`src/design/fixed_timestep_accumulator_unit_macros.svh`:
```
// Assertion macros shared by the accumulator RTL
`ifndef FIXED_TIMESTEP_ACCUMULATOR_UNIT_MACROS_SVH
`define FIXED_TIMESTEP_ACCUMULATOR_UNIT_MACROS_SVH
`ifndef SYNTHESIS
// same-cycle implication
`define FTA_ASSERT_NOW(lbl, clk, rst, ante, cons) \
  lbl: assert property (@(posedge clk) disable iff (rst) (ante) |-> (cons)) \
    else $error("fta assertion failed");
// next-cycle implication
`define FTA_ASSERT_NEXT(lbl, clk, rst, ante, cons) \
  lbl: assert property (@(posedge clk) disable iff (rst) (ante) |=> (cons)) \
    else $error("fta assertion failed");
`else
`define FTA_ASSERT_NOW(lbl, clk, rst, ante, cons)
`define FTA_ASSERT_NEXT(lbl, clk, rst, ante, cons)
`endif
`endif

```
`src/design/fta_pkg.sv`:
```
// Shared types and constants of the fixed-timestep accumulator
`default_nettype none

package fta_pkg;

  localparam int FRAME_W    = 32;
  localparam int BANK_W     = 21;
  localparam int STEP_W     = 20;
  localparam int MAXS_W     = 16;
  localparam int TAKEN_W    = 16;
  localparam int DROP_W     = 21;
  localparam int CFG_IDX_W  = 2;
  localparam int CFG_DATA_W = 20;

  localparam int DEF_MAX_FRAME_US = 250000;
  localparam int DEF_ALPHA_BITS   = 16;

  localparam logic [STEP_W-1:0] RST_FIXED_STEP = 20'd16667;
  localparam logic [MAXS_W-1:0] RST_MAX_STEPS  = 16'd8;

  localparam logic [CFG_IDX_W-1:0] CFG_FIXED_STEP = 2'd0;
  localparam logic [CFG_IDX_W-1:0] CFG_MAX_STEPS  = 2'd1;

  // command to the shared divider
  typedef struct packed {
    logic start;
    logic frac;   // 1: fraction bits from a remainder, 0: integer quotient
  } div_cmd_t;

  typedef struct packed {
    logic busy;
    logic done;
  } div_sts_t;

endpackage

`default_nettype wire

```
`src/design/fta_div.sv`:
```
// Bit-serial restoring divider shared by the step count and the fraction
`default_nettype none

module fta_div #(
  parameter int ALPHA_BITS = fta_pkg::DEF_ALPHA_BITS
) (
  input  wire logic                             clk,
  input  wire logic                             rst,
  input  wire fta_pkg::div_cmd_t                cmd,
  input  wire logic [fta_pkg::BANK_W-1:0]       dividend,
  input  wire logic [fta_pkg::STEP_W-1:0]       rem_init,
  input  wire logic [fta_pkg::STEP_W-1:0]       divisor,
  output fta_pkg::div_sts_t                     sts,
  output logic [((fta_pkg::BANK_W > ALPHA_BITS) ? fta_pkg::BANK_W : ALPHA_BITS)-1:0] quot,
  output logic [fta_pkg::STEP_W-1:0]            rem
);
  import fta_pkg::*;

  localparam int Q_W   = (BANK_W > ALPHA_BITS) ? BANK_W : ALPHA_BITS;
  localparam int CNT_W = $clog2(Q_W + 1);

  logic [BANK_W-1:0] dvd;
  logic [CNT_W-1:0]  cnt;
  logic              busy;
  logic              done;

  logic [STEP_W:0]   shifted;
  logic [STEP_W+1:0] diff;
  logic              ge;

  // one quotient bit per cycle; rem stays below divisor
  assign shifted = {rem, dvd[BANK_W-1]};
  assign diff    = {1'b0, shifted} - {2'b00, divisor};
  assign ge      = ~diff[STEP_W+1];

  always_ff @(posedge clk) begin
    if (rst) begin
      busy <= 1'b0;
      done <= 1'b0;
    end else if (cmd.start) begin
      busy <= 1'b1;
      done <= 1'b0;
    end else if (busy) begin
      if (cnt == CNT_W'(1)) begin
        busy <= 1'b0;
        done <= 1'b1;
      end else begin
        done <= 1'b0;
      end
    end else begin
      done <= 1'b0;
    end
  end

  always_ff @(posedge clk) begin
    if (cmd.start) begin
      rem  <= cmd.frac ? rem_init : '0;
      dvd  <= cmd.frac ? '0 : dividend;
      cnt  <= cmd.frac ? CNT_W'(ALPHA_BITS) : CNT_W'(BANK_W);
      quot <= '0;
    end else if (busy) begin
      rem  <= ge ? diff[STEP_W-1:0] : shifted[STEP_W-1:0];
      dvd  <= {dvd[BANK_W-2:0], 1'b0};
      cnt  <= cnt - CNT_W'(1);
      quot <= {quot[Q_W-2:0], ge};
    end
  end

  assign sts.busy = busy;
  assign sts.done = done;

endmodule

`default_nettype wire

```
`src/design/fixed_timestep_accumulator_unit.sv`:
```
// Each frame tick banks its clamped frame time (when advance is set), splits the
// bank into whole fixed steps (taken up to max_steps, the rest dropped) and a
// remainder, and reports the remainder over the step as a Q1.ALPHA_BITS
// fraction clamped to 1.0. One tick is handled at a time. A tick with advance
// set runs the integer pass and then the fraction pass, a frozen tick runs the
// fraction pass alone, and a tick under an invalid configuration (zero step or
// zero maximum) or a frozen tick whose bank already holds a whole step runs no
// division. The passes run on a single restoring divider that produces one
// quotient bit per cycle, first for the step count and then
// for the fraction. The finished result sits in an output register, so a stall
// on the result side only holds the block once the next result is ready.
// Configuration writes are always taken and must happen while the block is idle.
`default_nettype none

`include "fixed_timestep_accumulator_unit_macros.svh"

module fixed_timestep_accumulator_unit #(
  parameter int MAX_FRAME_US = fta_pkg::DEF_MAX_FRAME_US,
  parameter int ALPHA_BITS   = fta_pkg::DEF_ALPHA_BITS
) (
  input  wire logic                              clk,
  input  wire logic                              rst,
  input  wire logic                              cfg_valid,
  output logic                                   cfg_ready,
  input  wire logic [fta_pkg::CFG_IDX_W-1:0]     cfg_index,
  input  wire logic [fta_pkg::CFG_DATA_W-1:0]    cfg_data,
  input  wire logic                              in_valid,
  output logic                                   in_ready,
  input  wire logic [fta_pkg::FRAME_W-1:0]       frame_time_us,
  input  wire logic                              advance,
  output logic                                   out_valid,
  input  wire logic                              out_ready,
  output logic [fta_pkg::TAKEN_W-1:0]            steps_taken,
  output logic [fta_pkg::DROP_W-1:0]             steps_dropped,
  output logic                                   invalid,
  output logic [ALPHA_BITS:0]                    alpha_q16
);
  import fta_pkg::*;

  localparam int Q_W = (BANK_W > ALPHA_BITS) ? BANK_W : ALPHA_BITS;
  localparam logic [ALPHA_BITS:0] ALPHA_ONE = {1'b1, {ALPHA_BITS{1'b0}}};

  localparam logic [1:0] S_IDLE = 2'd0;
  localparam logic [1:0] S_INT  = 2'd1;
  localparam logic [1:0] S_FRAC = 2'd2;
  localparam logic [1:0] S_DONE = 2'd3;

  logic [1:0]          state;
  logic [STEP_W-1:0]   fixed_step_us;
  logic [MAXS_W-1:0]   max_steps;
  logic [BANK_W-1:0]   time_bank;
  logic [BANK_W-1:0]   whole;
  logic [ALPHA_BITS:0] alpha;
  logic                res_inv;

  logic                in_acc;
  logic                cfg_bad;
  logic                bank_ge_step;
  logic [BANK_W-1:0]   frame_clamp;
  logic [BANK_W-1:0]   bank_sum;
  logic                take_lt;
  logic [TAKEN_W-1:0]  taken_val;
  logic [DROP_W-1:0]   drop_val;
  logic                load_out;

  div_cmd_t            div_cmd;
  div_sts_t            div_sts;
  logic [Q_W-1:0]      div_quot;
  logic [STEP_W-1:0]   div_rem;
  logic [STEP_W-1:0]   div_rem_init;

  assign cfg_ready = 1'b1;
  assign in_ready  = (state == S_IDLE);
  assign in_acc    = in_valid & in_ready;

  always_ff @(posedge clk) begin
    if (rst) begin
      fixed_step_us <= RST_FIXED_STEP;
      max_steps     <= RST_MAX_STEPS;
    end else if (cfg_valid) begin
      case (cfg_index)
        CFG_FIXED_STEP: fixed_step_us <= cfg_data[STEP_W-1:0];
        CFG_MAX_STEPS:  max_steps     <= cfg_data[MAXS_W-1:0];
        default: ;
      endcase
    end
  end

  assign cfg_bad      = (fixed_step_us == '0) | (max_steps == '0);
  assign bank_ge_step = (time_bank >= {1'b0, fixed_step_us});
  assign frame_clamp  = (frame_time_us > FRAME_W'(MAX_FRAME_US)) ? BANK_W'(MAX_FRAME_US)
                                                                 : frame_time_us[BANK_W-1:0];
  assign bank_sum     = time_bank + frame_clamp;

  // start the integer pass on an advancing tick with a valid configuration, the
  // fraction pass after it or straight away on a frozen tick with the bank below one step
  always_comb begin
    div_cmd.start = 1'b0;
    div_cmd.frac  = 1'b1;
    if (state == S_IDLE) begin
      if (in_acc && !cfg_bad) begin
        if (advance) begin
          div_cmd.start = 1'b1;
          div_cmd.frac  = 1'b0;
        end else if (!bank_ge_step) begin
          div_cmd.start = 1'b1;
        end
      end
    end else if (state == S_INT) begin
      div_cmd.start = div_sts.done;
    end
  end

  assign div_rem_init = (state == S_INT) ? div_rem : time_bank[STEP_W-1:0];

  fta_div #(
    .ALPHA_BITS (ALPHA_BITS)
  ) u_div (
    .clk      (clk),
    .rst      (rst),
    .cmd      (div_cmd),
    .dividend (bank_sum),
    .rem_init (div_rem_init),
    .divisor  (fixed_step_us),
    .sts      (div_sts),
    .quot     (div_quot),
    .rem      (div_rem)
  );

  always_ff @(posedge clk) begin
    if (rst) begin
      state     <= S_IDLE;
      time_bank <= '0;
    end else begin
      unique case (state)
        S_IDLE: begin
          if (in_acc) begin
            if (cfg_bad) begin
              state <= S_DONE;
            end else if (advance) begin
              state <= S_INT;
            end else if (bank_ge_step) begin
              state <= S_DONE;
            end else begin
              state <= S_FRAC;
            end
          end
        end
        S_INT: begin
          if (div_sts.done) begin
            time_bank <= {1'b0, div_rem};
            state     <= S_FRAC;
          end
        end
        S_FRAC: begin
          if (div_sts.done) begin
            state <= S_DONE;
          end
        end
        S_DONE: begin
          if (load_out) begin
            state <= S_IDLE;
          end
        end
        default: state <= S_IDLE;
      endcase
    end
  end

  // per-tick working values
  always_ff @(posedge clk) begin
    if (in_acc) begin
      whole   <= '0;
      res_inv <= cfg_bad;
      alpha   <= (cfg_bad || advance || !bank_ge_step) ? '0 : ALPHA_ONE;
    end else begin
      if (state == S_INT && div_sts.done) begin
        whole <= div_quot[BANK_W-1:0];
      end
      if (state == S_FRAC && div_sts.done) begin
        alpha <= {1'b0, div_quot[ALPHA_BITS-1:0]};
      end
    end
  end

  assign take_lt   = (whole < BANK_W'(max_steps));
  assign taken_val = take_lt ? whole[TAKEN_W-1:0] : max_steps;
  assign drop_val  = whole - BANK_W'(taken_val);
  assign load_out  = (state == S_DONE) && (!out_valid || out_ready);

  always_ff @(posedge clk) begin
    if (rst) begin
      out_valid <= 1'b0;
    end else if (load_out) begin
      out_valid <= 1'b1;
    end else if (out_ready) begin
      out_valid <= 1'b0;
    end
  end

  always_ff @(posedge clk) begin
    if (load_out) begin
      steps_taken   <= taken_val;
      steps_dropped <= drop_val;
      invalid       <= res_inv;
      alpha_q16     <= alpha;
    end
  end

  `FTA_ASSERT_NOW(a_idle_div_free, clk, rst, in_ready, !div_sts.busy)
  `FTA_ASSERT_NEXT(a_bank_below_step, clk, rst, (state == S_INT) && div_sts.done, time_bank < {1'b0, fixed_step_us})
  `FTA_ASSERT_NOW(a_invalid_zero, clk, rst, out_valid && invalid, (steps_taken == '0) && (steps_dropped == '0) && (alpha_q16 == '0))
  `FTA_ASSERT_NOW(a_alpha_clamped, clk, rst, out_valid, alpha_q16 <= ALPHA_ONE)

endmodule

`default_nettype wire
```
`config.mk`:
```
export PLATFORM = sky130hd
export DESIGN_NAME = fixed_timestep_accumulator_unit
export DESIGN_NICKNAME = d
export VERILOG_FILES = /design/src/design/fta_pkg.sv /design/src/design/fta_div.sv /design/src/design/fixed_timestep_accumulator_unit.sv
export VERILOG_INCLUDE_DIRS = /design/src /design/src/design
export SDC_FILE = /design/constraint.sdc
export NUM_CORES = 1
export LEC_CHECK = 0
export BUFFER_PORTS_ARGS = -buffer_cell sky130_fd_sc_hd__buf_4
export CAP_MARGIN = 20
export CORE_MARGIN = 3
export CORE_UTILIZATION = 50
export CTS_CLUSTER_DIAMETER = 60
export DETAILED_ROUTE_END_ITERATION = 7
export PLACE_DENSITY = 0.69
export SYNTH_ARGS = -nofsm -noshare
export SYNTH_HDL_FRONTEND = slang
export SYNTH_HIERARCHICAL = 1
export SYNTH_SLANG_ARGS = --single-unit
```
`constraint.sdc`:
```
create_clock -name clk -period 5.8 [get_ports clk]
set_clock_uncertainty 0.1 [all_clocks]
set_input_delay 0.29 -clock clk [delete_from_list [all_inputs] [get_ports clk]]
set_output_delay 0.29 -clock clk [all_outputs]
set_load 0.02 [all_outputs]
```
* Yosys cells after proc, flatten, opt, wreduce, memory -nomap -nowiden *
Cells that the tools add are included.

storage, ports and cells
  register bits after elaboration = 222
  latch bits = 0
  bits in writable memories = 0
  ROM bits = 0
  bits of input ports = 60
  memories = 0

operators by class
  add/sub/neg operators = 4
  $mul = 0
  divide/modulo/power cells = 0
  magnitude comparators = 3
  equal/unequal tests = 10
  shift-type cells = 0
  muxes and demuxes = 37
  bitwise logic cells = 4
  reduce and logical (&&, ||, !) cells = 23

operators by type and width
  cell                                                             number
  two-way mux 20 bit                                               5
  two-way mux 21 bit                                               4
  two-way mux 17 bit                                               3
  greater-than comparator 32 x 18 -> 1 bit, second input constant  1
  subtractor 21 x 20 -> 22 bit                                     1
  adder 20 x 21 -> 21 bit                                          1
  less-than comparator 21 x 16 -> 1 bit                            1
  subtractor 21 x 16 -> 21 bit                                     1
  greater-or-equal comparator 20 bit                               1
  zero test 20 bit                                                 1
  zero test 16 bit                                                 1
  two-way mux 16 bit                                               1
  two-way mux 2 bit                                                7
  two-way mux 1 bit                                                13
  two-way mux 5 bit                                                2
  case mux 2 bit (4 select lines)                                  1
  AND reduction 2 bit                                              4
  inequality test 2 x 1 -> 1 bit, second input constant            3
  nonzero test 2 bit                                               3
  == test 5 x 1 -> 1 bit, second input constant                    1
  subtractor 5 x 1 -> 5 bit, second input constant                 1
  == test 2 x 1 -> 1 bit, second input constant                    2
  == test 2 bit, second input constant                             2
  logical AND 1 bit                                                4
  11 further kinds                                                 17

* Depth between registers and ports, before layout *
  depth in word-level cells = 8
  mapped depth = 21
  mapped depth without buffers = 19

* Cells and area by module *
The synthesis kept the hierarchy.

by module, submodules not included
  module                           times used  cells each  area an instance (µm²)  seq. area each (µm²)
  fixed_timestep_accumulator_unit  1           995         8879.8                  3793.6
  fta_div                          1           399         4071.4                  1841.8

* Worst setup path before layout *
OpenSTA, ideal clock, no wires.

  path kind = register to register
  start = register max_steps[10]
  end = register steps_dropped[18] (netlist name) (data pin)
  setup time = 0.259 ns
  arrival time = 4.367 ns
  slack = 1.074 ns
  stages on the path, launching flop included = 22
  path buffers = 2
  clock period less this slack = 4.726 ns
  path through = dfxtp_1 > clkbuf_1 > inv_1 > ha_1 > nand4_1 > nor2_1 > a221oi_2 > o41a_1 > nand2_1 > clkbuf_1 > nand2_1 > o21ai_0 > ha_1 > fa_1 > nor2b_1 > o21ai_0 > a21oi_1 > nor2_1 > or4_4 > a211oi_4 > nor4_1 > a211o_1

on the way
  cells in the longest elaborated chain, start to end = 3

RTL lines
  element                                RTL line                                source
  start: declaration                     fixed_timestep_accumulator_unit.sv:50   logic [MAXS_W-1:0] max_steps;
  start signal: assignment               fixed_timestep_accumulator_unit.sv:83   CFG_MAX_STEPS: max_steps <= cfg_data[MAXS_W-1:0];
  less-than comparator 21 x 16 -> 1 bit  fixed_timestep_accumulator_unit.sv:186  assign take_lt = (whole < BANK_W'(max_steps));
  two-way mux 16 bit                     fixed_timestep_accumulator_unit.sv:187  assign taken_val = take_lt ? whole[TAKEN_W-1:0] : max_steps;
  named net taken_val[0]                 fixed_timestep_accumulator_unit.sv:62   logic [TAKEN_W-1:0] taken_val;
  subtractor 21 x 16 -> 21 bit           fixed_timestep_accumulator_unit.sv:188  assign drop_val = whole - BANK_W'(taken_val);
  named net drop_val[18]                 fixed_timestep_accumulator_unit.sv:63   logic [DROP_W-1:0] drop_val;
  end signal: assignment                 fixed_timestep_accumulator_unit.sv:204  steps_dropped <= drop_val;
  end: declaration                       fixed_timestep_accumulator_unit.sv:34   output logic [fta_pkg::DROP_W-1:0] steps_dropped,

The timed path passes the listed nets, and every way through them passes these cells.
A chain may end at the register's enable or synchronous reset.

* Worst setup path in the final report *
  start = register max_steps[8]
  end = register steps_dropped[18] (netlist name) (data pin)

The elaborated chain is that of the path after synthesis.

==> key figures <==
Worst setup path
  • Origin of the critical flop-to-flop path: max_steps[8]
  • Maximum net fanout on the critical path: 6
  • Element type at the critical path end: register
  • Category of the worst setup path launch point: register
  • Crit. Startpoint: max_steps[8]
  • Required time of the critical path: 5.98 ns
  • Setup CP Type: register to register
  • Critical path arrival: 5.32 ns

Min path
  • Startpoint of the tightest hold check path: in_valid
  • Min-delay worst type: input pin to register

Timing
  • Max frequency: 195 MHz
  • Aggregate negative setup slack: 0 ns
  • Tcrit/Tclk final: 88.6%
  • Worst rel slew slack: 35.2%
  • Final Hold Viols: 0
  • Slew at the pin closest to its max-slew limit: 0.972 ns
  • Setup violations, final: 0
  • Unrepaired setup endpoints after global routing: false
  • Clock period minus worst slack: 5.14 ns
  • Max Slew Vio Count: 0

Routing
  • Number of remaining DRC errors: 0
  • First drt pass iteration count: 5
  • Via total after detailed routing: 10533
  • Post-detailed-routing wire length: 34200 um
  • Initial DRC Count: 779
  • Average vias per placed instance: 5.66
  • Average routed wire per standard cell: 18.4 um
  • Antenna Nets Post-Route: 0

Clock tree
  • Resized Gates After CTS: 0
  • Maximum number of buffers from clock root to sink: 3
  • Clock insertion delay at the later pin of the skew report: 0.53 ns
  • Clock slew seen by the registers of the worst setup and hold paths: 0.06 ns
  • Clock tree root driver cell: clkbuf_16
  • Clock tree sinks: 222
  • CTS tree: yes
  • Number of buffers created by CTS: 26
  • Total setup buffers inserted after CTS: 0
  • CTS hold repair buffers: 22
  • Maximum level of the CTS H-tree: 1

Placement
  • Half-perimeter wire length after detailed placement: 24900 um
  • Port Buffers: 116
  • Placer Congestion: 0.910
  • Placed standard-cell area: 14100 um2

Final layout
  • Number of nets in the layout: 1662
  • Fillers: 2197
  • Share of cells above drive strength 1: 14.6%
  • Most common cell after layout, fill and taps aside: nand2_1
  • Highest-count cells in the layout ignoring fill and taps: nand2_1 (210), a21oi_1 (138), buf_4 (131)
  • Final cell area excluding filler cells: 15200 um2
  • Number of antenna cells inserted: 0
  • Synth-to-Final Area Change: 17.5%

Logic synthesis
  • Cell count after synthesis: 1393
  • Summed instance area of the synthesized netlist: 12900 um2
  • Yosys warns: 6
  • Post-Synthesis Mean Instance Area: 9.29 um2

GRT
  • First-pass GRT wire length: 54800 um
  • Pin count of the biggest net entering global routing: 63
  • Total congestion overflow after global routing: 0
  • Via count of the first global-routing pass: 10121
  • Antenna violations before repair: 0
  • Total track usage: 24.0%

Die
  • Placeable core region: 25300 um2
  • Height of the die: 167 um
  • Horiz. Die Dim: 167 um
  • Row cnt: 58
  • Count of pins on the block boundary: 118
  • Starting density of the core: 51.1%
  • Die ar.: 27900 um2

Status
  • Run status: complete, no violations

Power and ir drop
  • Leak pwr: 0.00626 uW
  • Power per unit of standard cell area: 379 nW/um2
  • Largest voltage drop on the vdd net: 0.265 mV
  • Overall power after layout: 5770 uW

Run
  • MaxCap Viol Count: 0
## worst max-delay path, stage by stage (launching register included)
cell and delay (ns):
dfxtp_1 0.45, inv_1 0.11, ha_1 0.33, a21oi_1 0.13, o21ai_0 0.12, a221oi_2 0.34, o41a_1 0.26, nand2_1 0.19
nand2_1 0.14, o21ai_0 0.13, ha_1 0.24, fa_1 0.42, nor2b_1 0.25, o21ai_0 0.17, a21oi_1 0.16, nor2_1 0.10
or4_4 0.57, a211oi_4 0.36, nor4_1 0.08, a211o_1 0.24
## state kept, by name, indices dropped and copies added (netlist names), 17 cells and up
register	count
u_div/quot	21
time_bank	20
u_div/rem	20
steps_dropped	21
whole	21
alpha_q16	17
alpha	17
fixed_step_us	20
u_div/dvd	21
## power breakdown
group	internal (uW)	switching, uW	total, uW	leakage, uW
combinational	797	1120	1920	0.00383
sequential	2040	152	2200	0.00199
clock	974	684	1660	0.000438
total	3810	1960	5770	0.00626
## layout make-up
cell class,instances,area (um2),share of cell area (%)
clock buffer,33,751,4.94
clock inverter,15,133,0.872
inverter,90,338,2.22
multi-input combinational,1019,6740,44.3
sequential,222,5640,37.1
tap,330,413,2.71
timing repair buffer,153,1200,7.91
## routing by layer
metal	track usage [%]	routed length [um]
met5	0	0
met3	3.09	1750
met4	7.57	1090
met1	31.9	14900
met2	41.0	16500
## path summary, 6_finish.rpt
kind | slack (ns) | endpoint | cells past startpoint
worst max-delay path | 0.66 | steps_dropped[18] | 19
worst min-delay path | 0.16 | state[1] | 4
worst max register to register | 0.66 | steps_dropped[18] | 19
worst min register to register | 0.32 | alpha_q16[0] | 0
## per-stage QoR
| step | setup WS [ns] | hold WS (ns) | utilization [%] | std cells |
|---|---|---|---|---|
| floorplan | 1.07 | 0.262 | - | 1394 |
| CTS | 0.701 | 0.138 | 60.0 | 1862 |
| global route | 0.304 | 0.171 | 60.0 | 1862 |
| global placement | 0.903 | 0.305 | 55.7 | 1792 |
| finish | 0.660 | 0.159 | 60.0 | 1862 |
| detailed placement | 0.779 | 0.305 | 55.7 | 1792 |
(Power assumes the default switching activity.)
